`config.mk`:
```
export PLATFORM = sky130hd
export DESIGN_NAME = dual_sensor_window_scheduler_top
export DESIGN_NICKNAME = d
export VERILOG_FILES = /design/src/rtl/core/dsws_pkg.sv /design/src/rtl/core/dsws_div.sv /design/src/rtl/core/dual_sensor_window_scheduler_top.sv
export SDC_FILE = /design/constraint.sdc
export NUM_CORES = 2
export LEC_CHECK = 0
export ABC_AREA = 1
export BUFFER_PORTS_ARGS = -buffer_cell sky130_fd_sc_hd__buf_4
export CORE_UTILIZATION = 55
export DETAILED_ROUTE_END_ITERATION = 8
export PLACE_DENSITY = 0.72
export SETUP_SLACK_MARGIN = 0.5
export SKIP_LAST_GASP = 1
export SYNTH_ARGS = -nofsm -noshare
export SYNTH_HDL_FRONTEND = slang
export SYNTH_SLANG_ARGS = --single-unit
```
`constraint.sdc`:
```
create_clock -name clk_i -period 7.75 [get_ports clk_i]
set_input_delay 1.1625 -clock clk_i [delete_from_list [all_inputs] [get_ports clk_i]]
set_output_delay 1.1625 -clock clk_i [all_outputs]
set_load 0.03 [all_outputs]
```
`src/rtl/core/dsws_pkg.sv`:
```
// ----------------------------------------------------------------------------
// dsws_pkg
// Shared types, constants and the control program of the window scheduler.
// ----------------------------------------------------------------------------
package dsws_pkg;

  // configuration register indexes
  typedef enum logic [2:0] {
    CFG_AUDIO_RATE         = 3'd0,
    CFG_IMU_RATE           = 3'd1,
    CFG_IMU_WINDOW_TICKS   = 3'd2,
    CFG_IMU_STEP_TICKS     = 3'd3,
    CFG_AUDIO_WINDOW_TICKS = 3'd4,
    CFG_AUDIO_STEP_TICKS   = 3'd5,
    CFG_DEADLINE_TICKS     = 3'd6,
    CFG_MAX_AUDIO_WINDOWS  = 3'd7
  } cfg_idx_e;

  localparam int unsigned CfgIdxW  = 3;
  localparam int unsigned CfgDataW = 32;
  localparam int unsigned RateW    = 15;
  localparam int unsigned LenW     = 20;
  localparam int unsigned TickW    = 32;
  localparam int unsigned RunW     = 4;

  // register reset values
  localparam logic [RateW-1:0] AudioRateRst        = 15'd16000;
  localparam logic [RateW-1:0] ImuRateRst          = 15'd100;
  localparam logic [LenW-1:0]  ImuWindowTicksRst   = 20'd16000;
  localparam logic [LenW-1:0]  ImuStepTicksRst     = 20'd8000;
  localparam logic [LenW-1:0]  AudioWindowTicksRst = 20'd8000;
  localparam logic [LenW-1:0]  AudioStepTicksRst   = 20'd4000;
  localparam logic [TickW-1:0] DeadlineTicksRst    = 32'd24000;
  localparam logic [RunW-1:0]  MaxAudioWindowsRst  = 4'd4;

  // divider geometry: product of tick and rate, two quotient bits a cycle
  localparam int unsigned ProdW    = TickW + RateW;
  localparam int unsigned DivW     = 48;
  localparam int unsigned DivRadix = 2;
  localparam int unsigned DivSteps = DivW / DivRadix;
  localparam int unsigned DivCntW  = $clog2(DivSteps);

  // micro operations
  typedef enum logic [2:0] {
    OP_WAIT,
    OP_TSR,
    OP_UPD,
    OP_REP,
    OP_MUL,
    OP_DLOAD,
    OP_DIV,
    OP_EMIT
  } uop_e;

  // jump conditions: jump to target while true, else fall through
  typedef enum logic [1:0] {
    CND_NEVER,
    CND_NO_REQ,
    CND_DIV_BUSY,
    CND_OUT_BUSY
  } cond_e;

  localparam int unsigned PcW = 3;

  typedef struct packed {
    uop_e           op;
    cond_e          cond;
    logic [PcW-1:0] target;
  } uword_t;

  // divider commands
  typedef struct packed {
    logic load;
    logic step;
  } div_cmd_t;

  // control store
  function automatic uword_t ucode(input logic [PcW-1:0] pc);
    uword_t w;
    unique case (pc)
      3'd0:    w = '{op: OP_WAIT,  cond: CND_NO_REQ,   target: 3'd0};
      3'd1:    w = '{op: OP_TSR,   cond: CND_NEVER,    target: 3'd0};
      3'd2:    w = '{op: OP_UPD,   cond: CND_NEVER,    target: 3'd0};
      3'd3:    w = '{op: OP_REP,   cond: CND_NEVER,    target: 3'd0};
      3'd4:    w = '{op: OP_MUL,   cond: CND_NEVER,    target: 3'd0};
      3'd5:    w = '{op: OP_DLOAD, cond: CND_NEVER,    target: 3'd0};
      3'd6:    w = '{op: OP_DIV,   cond: CND_DIV_BUSY, target: 3'd6};
      default: w = '{op: OP_EMIT,  cond: CND_OUT_BUSY, target: 3'd7};
    endcase
    return w;
  endfunction

endpackage

```
`src/rtl/core/dsws_div.sv`:
```
// ----------------------------------------------------------------------------
// dsws_div
// Iterative restoring divider, two quotient bits per cycle.
// ----------------------------------------------------------------------------
module dsws_div (
  input  logic                                clk_i,
  input  logic                                rst_ni,
  input  dsws_pkg::div_cmd_t                  cmd_i,
  input  logic [dsws_pkg::DivW-1:0]           dividend_i,
  input  logic [dsws_pkg::RateW-1:0]          divisor_i,
  output logic [dsws_pkg::TickW-1:0]          quot_o,
  output logic                                last_o
);

  logic [dsws_pkg::DivW-1:0]    dvd_q, dvd_d;
  logic [dsws_pkg::RateW-1:0]   rem_q, rem_d;
  logic [dsws_pkg::DivCntW-1:0] cnt_q;

  // two compare-subtract steps; quotient bits shift in from the bottom.
  // a zero divisor yields an all-ones quotient
  always_comb begin
    logic [dsws_pkg::RateW:0] t;
    t     = '0;
    rem_d = rem_q;
    dvd_d = dvd_q;
    for (int k = 0; k < dsws_pkg::DivRadix; k++) begin
      t     = {rem_d, dvd_d[dsws_pkg::DivW-1]};
      dvd_d = {dvd_d[dsws_pkg::DivW-2:0], 1'b0};
      if (t >= {1'b0, divisor_i}) begin
        t        = t - {1'b0, divisor_i};
        dvd_d[0] = 1'b1;
      end
      rem_d = t[dsws_pkg::RateW-1:0];
    end
  end

  // step counter
  always_ff @(posedge clk_i or negedge rst_ni) begin
    if (!rst_ni) begin
      cnt_q <= '0;
    end else if (cmd_i.load) begin
      cnt_q <= '0;
    end else if (cmd_i.step) begin
      cnt_q <= cnt_q + 1'b1;
    end
  end

  // working registers
  always_ff @(posedge clk_i) begin
    if (cmd_i.load) begin
      dvd_q <= dividend_i;
      rem_q <= '0;
    end else if (cmd_i.step) begin
      dvd_q <= dvd_d;
      rem_q <= rem_d;
    end
  end

  assign quot_o = dvd_q[dsws_pkg::TickW-1:0];
  assign last_o = (cnt_q == dsws_pkg::DivCntW'(dsws_pkg::DivSteps - 1));

endmodule

```
`src/rtl/core/dual_sensor_window_scheduler_top.sv`:
```
// ----------------------------------------------------------------------------
// dual_sensor_window_scheduler_top
// Duty-cycling window scheduler for a motion / audio cough detector.
// ----------------------------------------------------------------------------
// Usage:
//   input channel carries one classifier verdict per window (cough_detected_i)
//   with in_valid_i / in_stall_o; the output channel carries the schedule for
//   the next window with out_valid_o / out_stall_i. a request moves when valid
//   is high and stall is low.
//   configuration registers are written through cfg_we_i / cfg_idx_i /
//   cfg_data_i; the user must write them only while the block is idle, as
//   the block itself does not enforce it; writes take effect at once.
//   a small microprogram steps a shared datapath: accept, time since report,
//   schedule update, report check, multiply, divider load, 24 divider
//   iterations at two quotient bits each, and result load. the block takes
//   no new verdict while one is in progress; the next verdict can be taken
//   in the cycle after the result is loaded.
//   a finished result waits in the output register while the next verdict is
//   taken; if the receiver still stalls when the next result is ready, the
//   program holds on its last step until the output register frees up.
//   reset puts the block in motion mode with all tick counters at zero and
//   the registers at their default values.
// ----------------------------------------------------------------------------
module dual_sensor_window_scheduler_top (
  input  logic                          clk_i,
  input  logic                          rst_ni,
  // configuration
  input  logic                          cfg_we_i,
  input  logic [dsws_pkg::CfgIdxW-1:0]  cfg_idx_i,
  input  logic [dsws_pkg::CfgDataW-1:0] cfg_data_i,
  // verdict input
  input  logic                          in_valid_i,
  output logic                          in_stall_o,
  input  logic                          cough_detected_i,
  // schedule output
  output logic                          out_valid_o,
  input  logic                          out_stall_i,
  output logic                          next_mode_o,
  output logic [dsws_pkg::TickW-1:0]    next_start_tick_o,
  output logic [dsws_pkg::TickW-1:0]    next_sample_index_o,
  output logic                          report_due_o,
  output logic [dsws_pkg::TickW-1:0]    report_tick_o
);

  // configuration registers
  logic [dsws_pkg::RateW-1:0]  audio_rate_q, imu_rate_q;
  logic [dsws_pkg::LenW-1:0]   imu_win_q, imu_step_q, aud_win_q, aud_step_q;
  logic [dsws_pkg::TickW-1:0]  deadline_q;
  logic [dsws_pkg::RunW-1:0]   max_run_q;

  // scheduler state and datapath
  logic                        mode_q;
  logic [dsws_pkg::TickW-1:0]  ws_q, prev_q, lrt_q, acc_q;
  logic [dsws_pkg::RunW-1:0]   run_cnt_q;
  logic                        cough_q, due_q;
  logic [dsws_pkg::ProdW-1:0]  prod_q;

  // sequencer
  logic [dsws_pkg::PcW-1:0]    pc_q;
  dsws_pkg::uword_t            uw;
  logic                        jump;

  // output register
  logic                        out_valid_q, out_mode_q, out_due_q;
  logic [dsws_pkg::TickW-1:0]  out_start_q, out_index_q, out_rtick_q;

  // divider
  dsws_pkg::div_cmd_t          div_cmd;
  logic [dsws_pkg::TickW-1:0]  quot;
  logic                        div_last;

  logic                        in_acc, out_busy, emit;
  logic [dsws_pkg::LenW-1:0]   len_cur, inc;
  logic                        ws_add;
  logic [dsws_pkg::RunW-1:0]   run_inc;

  // configuration writes
  always_ff @(posedge clk_i or negedge rst_ni) begin
    if (!rst_ni) begin
      audio_rate_q <= dsws_pkg::AudioRateRst;
      imu_rate_q   <= dsws_pkg::ImuRateRst;
      imu_win_q    <= dsws_pkg::ImuWindowTicksRst;
      imu_step_q   <= dsws_pkg::ImuStepTicksRst;
      aud_win_q    <= dsws_pkg::AudioWindowTicksRst;
      aud_step_q   <= dsws_pkg::AudioStepTicksRst;
      deadline_q   <= dsws_pkg::DeadlineTicksRst;
      max_run_q    <= dsws_pkg::MaxAudioWindowsRst;
    end else if (cfg_we_i) begin
      unique case (dsws_pkg::cfg_idx_e'(cfg_idx_i))
        dsws_pkg::CFG_AUDIO_RATE:         audio_rate_q <= cfg_data_i[dsws_pkg::RateW-1:0];
        dsws_pkg::CFG_IMU_RATE:           imu_rate_q   <= cfg_data_i[dsws_pkg::RateW-1:0];
        dsws_pkg::CFG_IMU_WINDOW_TICKS:   imu_win_q    <= cfg_data_i[dsws_pkg::LenW-1:0];
        dsws_pkg::CFG_IMU_STEP_TICKS:     imu_step_q   <= cfg_data_i[dsws_pkg::LenW-1:0];
        dsws_pkg::CFG_AUDIO_WINDOW_TICKS: aud_win_q    <= cfg_data_i[dsws_pkg::LenW-1:0];
        dsws_pkg::CFG_AUDIO_STEP_TICKS:   aud_step_q   <= cfg_data_i[dsws_pkg::LenW-1:0];
        dsws_pkg::CFG_DEADLINE_TICKS:     deadline_q   <= cfg_data_i[dsws_pkg::TickW-1:0];
        dsws_pkg::CFG_MAX_AUDIO_WINDOWS:  max_run_q    <= cfg_data_i[dsws_pkg::RunW-1:0];
      endcase
    end
  end

  // control word and handshake terms
  assign uw         = dsws_pkg::ucode(pc_q);
  assign in_stall_o = (uw.op != dsws_pkg::OP_WAIT);
  assign in_acc     = in_valid_i && !in_stall_o;
  assign out_busy   = out_valid_q && out_stall_i;
  assign emit       = (uw.op == dsws_pkg::OP_EMIT) && !out_busy;

  // jump condition select
  always_comb begin
    unique case (uw.cond)
      dsws_pkg::CND_NEVER:    jump = 1'b0;
      dsws_pkg::CND_NO_REQ:   jump = !in_valid_i;
      dsws_pkg::CND_DIV_BUSY: jump = !div_last;
      dsws_pkg::CND_OUT_BUSY: jump = out_busy;
    endcase
  end

  // step counter; the last step wraps to the wait step
  always_ff @(posedge clk_i or negedge rst_ni) begin
    if (!rst_ni) begin
      pc_q <= '0;
    end else if (jump) begin
      pc_q <= uw.target;
    end else begin
      pc_q <= pc_q + 1'b1;
    end
  end

  // window length of the current mode
  assign len_cur = mode_q ? aud_win_q : imu_win_q;
  assign run_inc = run_cnt_q + 1'b1;

  // start advance chosen by the schedule update
  always_comb begin
    ws_add = 1'b1;
    if (!mode_q) begin
      ws_add = !cough_q;
      inc    = imu_step_q;
    end else if (cough_q && (run_inc < max_run_q)) begin
      inc    = aud_step_q;
    end else begin
      inc    = aud_win_q;
    end
  end

  // scheduler state
  always_ff @(posedge clk_i or negedge rst_ni) begin
    if (!rst_ni) begin
      mode_q    <= 1'b0;
      ws_q      <= '0;
      lrt_q     <= '0;
      run_cnt_q <= '0;
    end else begin
      if (uw.op == dsws_pkg::OP_UPD) begin
        if (ws_add) begin
          ws_q <= ws_q + {{(dsws_pkg::TickW-dsws_pkg::LenW){1'b0}}, inc};
        end
        if (!mode_q) begin
          mode_q <= cough_q;
        end else if (cough_q) begin
          if (run_inc >= max_run_q) begin
            run_cnt_q <= '0;
            mode_q    <= 1'b0;
          end else begin
            run_cnt_q <= run_inc;
          end
        end else begin
          mode_q <= 1'b0;
        end
      end
      // report tick uses the window length of the new mode
      if ((uw.op == dsws_pkg::OP_REP) && (acc_q >= deadline_q)) begin
        lrt_q <= prev_q + {{(dsws_pkg::TickW-dsws_pkg::LenW){1'b0}}, len_cur};
      end
    end
  end

  // datapath working registers
  always_ff @(posedge clk_i) begin
    unique case (uw.op)
      dsws_pkg::OP_WAIT: begin
        if (in_acc) cough_q <= cough_detected_i;
      end
      dsws_pkg::OP_TSR: begin
        acc_q  <= ws_q + {{(dsws_pkg::TickW-dsws_pkg::LenW){1'b0}}, len_cur} - lrt_q;
        prev_q <= ws_q;
      end
      dsws_pkg::OP_REP: begin
        due_q <= (acc_q >= deadline_q);
      end
      dsws_pkg::OP_MUL: begin
        prod_q <= dsws_pkg::ProdW'(ws_q) * dsws_pkg::ProdW'(imu_rate_q);
      end
      default: begin
      end
    endcase
  end

  // divider commands
  assign div_cmd.load = (uw.op == dsws_pkg::OP_DLOAD);
  assign div_cmd.step = (uw.op == dsws_pkg::OP_DIV);

  dsws_div u_div (
    .clk_i      (clk_i),
    .rst_ni     (rst_ni),
    .cmd_i      (div_cmd),
    .dividend_i ({{(dsws_pkg::DivW-dsws_pkg::ProdW){1'b0}}, prod_q}),
    .divisor_i  (audio_rate_q),
    .quot_o     (quot),
    .last_o     (div_last)
  );

  // output valid
  always_ff @(posedge clk_i or negedge rst_ni) begin
    if (!rst_ni) begin
      out_valid_q <= 1'b0;
    end else if (emit) begin
      out_valid_q <= 1'b1;
    end else if (!out_stall_i) begin
      out_valid_q <= 1'b0;
    end
  end

  // output payload
  always_ff @(posedge clk_i) begin
    if (emit) begin
      out_mode_q  <= mode_q;
      out_start_q <= ws_q;
      out_index_q <= mode_q ? ws_q : quot;
      out_due_q   <= due_q;
      out_rtick_q <= lrt_q;
    end
  end

  assign out_valid_o         = out_valid_q;
  assign next_mode_o         = out_mode_q;
  assign next_start_tick_o   = out_start_q;
  assign next_sample_index_o = out_index_q;
  assign report_due_o        = out_due_q;
  assign report_tick_o       = out_rtick_q;

  // a new result only appears from the load step
  a_emit_src: assert property (@(posedge clk_i) disable iff (!rst_ni)
    $rose(out_valid_q) |-> $past(uw.op == dsws_pkg::OP_EMIT))
    else $error("output valid rose outside the load step");

  // a blocked load step holds the program
  a_emit_hold: assert property (@(posedge clk_i) disable iff (!rst_ni)
    (uw.op == dsws_pkg::OP_EMIT && out_busy) |=> (uw.op == dsws_pkg::OP_EMIT))
    else $error("program left the load step while output busy");

  // divider loop stays until its last iteration
  a_div_loop: assert property (@(posedge clk_i) disable iff (!rst_ni)
    (uw.op == dsws_pkg::OP_DIV && !div_last) |=> (uw.op == dsws_pkg::OP_DIV))
    else $error("divider loop exited early");

  // a cough in motion mode switches to audio and keeps the start
  a_to_audio: assert property (@(posedge clk_i) disable iff (!rst_ni)
    (uw.op == dsws_pkg::OP_UPD && !mode_q && cough_q) |=> (mode_q && $stable(ws_q)))
    else $error("motion cough did not switch to audio in place");

endmodule
```
==> run_results.csv <==
group,metric,value,unit
status,status,"completed",
clock_tree,holdBufCountCts,0,
grt,grt_pass1_wl,199.9,mm
cells_and_area,layout.nets,6055,
cells_and_area,seqCellArea,13730,um2
critical_path,path_class,"reg2reg",
timing,fin_setup_tns,0,ps
drt,viasPerCell,5.415,
logic_synthesis,async_flop_share,0.4498,
logic_synthesis,synth_top_area_frac,0.1917,
timing,skew,26.52,ps
critical_path,slowest_stage,"dfrtp_1",
drt,routedWlPerCell,19.98,um
grt,antenna_found_initial,6,
drt,firstDrtPassIters,6,
run,cap_violations,0,
grt,grt_start_max_net_pins,168,
critical_path,crit_buf_inv,8,
critical_path,worstPathArrival,7320,ps
floorplan,row_count,102,
critical_path,crit_path_start_kind,"flip-flop",
floorplan,core_area,77470,um2
drt,wirelength,128.3,mm
place,numPortBuffers,140,
clock_tree,clock_sinks,498,
timing,hold_ws,416.7,ps
clock_tree,cts_buffer_depth,3,
critical_path,cp_cell_sequence,"buf_4 > nand2_1 > inv_1 > fa_1 > inv_1 > fa_1 > inv_1 > fa_1 > inv_1 > fa_1 > inv_1 > fa_1 > inv_1 > fa_1 > inv_1 > ha_1 > nand2_1 > nor2_1 > nand2_1 > o21ai_0 > a21oi_1 > xnor2_1",
drt,ant_nets,0,
grt,grt_pass1_vias,35080,
grt,track_usage,0.3325,
logic_synthesis,syn-num-nets,6005,
floorplan,start_util,0.5554,
critical_path,end_kind,"flip-flop",
cells_and_area,multi_input_area,24220,um2
timing,finalCritPeriodShare,0.8890,
drt,drt-initial-drc-count,2750,
critical_path,worstSetupStartpoint,"imu_rate_q[3]$_DFFE_PN0P_",
critical_path,critPathTopFamily,"adder cells",
logic_synthesis,seq_area_frac_synth,0.3190,
grt,grt_overflow,0,
timing,slew_viol_final,0,
critical_path,required,8180,ps
timing,fmax,145.1,MHz
logic_synthesis,netlist_area,43030,um2
logic_synthesis,synth_top_area_cell,"fa_1",
timing,setup_viol_count_final,0,
clock_tree,path_clk_slew,60,ps
cells_and_area,area_growth,9.136,%
clock_tree,cts_buffers,57,
floorplan,ioPinCount,141,
drt,num_vias,34790,
clock_tree,cts_resized,0,
clock_tree,insertion_delay,650,ps
critical_path,crit_top_cell,"inv_1",
logic_synthesis,synth_area_leaders,"fa_1, edfxtp_1, nand2_1",
cells_and_area,fillers,6914,
drt,drc,0,
clock_tree,cts_tree,"built",
logic_synthesis,synth-edff-count,258,
critical_path,critical_path.max_stage_delay,1210,ps
timing,hold_violations,0,
logic_synthesis,synth_cell_types,54,
timing,period_needed,6890,ps
clock_tree,cts_htree_levels,2,
floorplan,dieWidth,281.7,um
cells_and_area,post-route-util,0.6062,
timing,grt_setup_unrepaired,"false",
clock_tree,cts_root_buf,"clkbuf_16",
logic_synthesis,synthCells,5284,
logic_synthesis,synth_seq_cells,498,
clock_tree,post-cts-setup-buffers,0,
timing,max_slew_margin,0.1272,
logic_synthesis,syn_avg_cell_area,8.143,um2
logic_synthesis,yosysWarnings,0,
timing,setup_ws,860.5,ps
logic_synthesis,synth_ff_type,"edfxtp_1",
place,dpl.hpwl,99.90,mm
place,place_ws,926.0,ps
worst_hold_path,hp-class,"in2async",
floorplan,die-area,79360,um2
place,routabilityCongestion,0.9898,
critical_path,path_max_fanout,27,
cells_and_area,drive_gt1_frac,0.07116,
timing,worstMarginPinSlew,1309,ps
critical_path,r2r-start,"imu_rate_q[3]$_DFFE_PN0P_",
floorplan,die_y,281.7,um
==> metal layers <==
| layer | track usage | vias up | routed length, um |
|---|---|---|---|
| li1 | - | 16270 | - |
| met1 | 0.4442 | 16870 | 52740 |
| met2 | 0.5452 | 1410 | 60030 |
| met3 | 0.05950 | 241 | 10800 |
| met4 | 0.1164 | 2 | 4749 |
| met5 | 0 | - | 13 |
==> synth_stat cells, drive strengths merged (3+ instances only) <==
cell type	count
a21boi	8
a21o	10
a21oi	237
a31oi	14
and2	3
buf	39
clkbuf	161
dfrtp	183
dfstp	41
dfxtp	16
edfxtp	258
fa	412
ha	268
inv	1146
nand2	1375
nand3	170
nand3b	4
nand4	31
nor2	311
nor3	35
nor4	7
o211ai	4
o21a	9
o21ai	370
o21bai	11
or2	11
xnor2	59
xor2	78
==> through the flow <==
| step | instance area [um2] | instances |
|---|---|---|
| global route | 46960 | 6422 |
| finish | 46960 | 6424 |
| global placement | 45010 | 6315 |
| floorplan | 43030 | 5284 |
| detailed placement | 45010 | 6315 |
| CTS | 46960 | 6422 |
==> worst reg2reg max path: stages, from the launching register on <==
cell     delay (ps)
dfrtp_1        1210
buf_4           330
nand2_1          60
inv_1           100
fa_1            180
inv_1            60
fa_1            490
inv_1            50
fa_1            490
inv_1            50
fa_1            520
inv_1            50
fa_1            480
inv_1            50
fa_1            520
inv_1            60
ha_1            360
nand2_1         120
nor2_1          230
nand2_1         150
o21ai_0         590
a21oi_1         210
xnor2_1         330
==> registers in the layout, summed over array words and instances (netlist names), 3 cells and up <==
register,cells
imu_step_q,20
u_div.rem_q,15
u_div.cnt_q,5
aud_step_q,20
imu_win_q,20
acc_q,32
imu_rate_q,15
next_sample_index_o,32
ws_q,32
run_cnt_q,4
max_run_q,4
deadline_q,32
next_start_tick_o,32
prod_q,47
aud_win_q,20
report_tick_o,32
lrt_q,32
u_div.dvd_q,48
pc_q,3
audio_rate_q,15
prev_q,32
==> logic make-up (layout without fill, tap and decap cells) <==
logic type / count (synthesis) / in the layout / share of synthesized area
AOI/OAI and AO/OA: 671 / 671 / 0.08293
adders and majority gates: 680 / 680 / 0.2696
buffers and inverters: 1347 / 1445 / 0.1187
DFF: 498 / 498 / 0.3190
muxes: 1 / 1 / 0.0002326
and+or+nand+nor: 1950 / 1950 / 0.1817
other: 0 / 2 / 0
xor gates and xnor gates: 137 / 137 / 0.02789
==> area by class of cell <==
class                   count  share of cell area
multi-input cells        3439              0.5157
flip-flops and latches    498              0.2924
clock buffers              76             0.03365
inverters                1147             0.09168
diodes                      2           0.0001066
repair buffers            191             0.03096
clock inverters            31            0.007807
well taps                1040             0.02771
==> final timing paths <==
kind,endpoint,slack (ps),cells after the start
worst max-delay path,prod_q[21]$_DFFE_PN_,860,22
min in group clk_i,report_due_o$_DFFE_PP_,470,0
worst max register to register,prod_q[21]$_DFFE_PN_,860,22
worst min-delay path,deadline_q[0]$_DFFE_PN0P_,420,1
worst min register to register,report_due_o$_DFFE_PP_,470,0
max in group asynchronous,mode_q$_DFFE_PN0P_,5910,2
==> cells in the final DEF (no fill, tap or decap), types with 181 or more instances in the layout <==
master	synthesis	layout
o21ai_0	342	342
inv_1	1140	1139
fa_1	412	412
ha_1	268	268
a21oi_1	233	233
nor2_1	307	305
dfrtp_1	183	181
buf_4	3	189
edfxtp_1	258	258
nand2_1	1366	1365
Power is not shown: default switching activity piles up to over one toggle a cycle in this logic, so the estimate is an artifact.
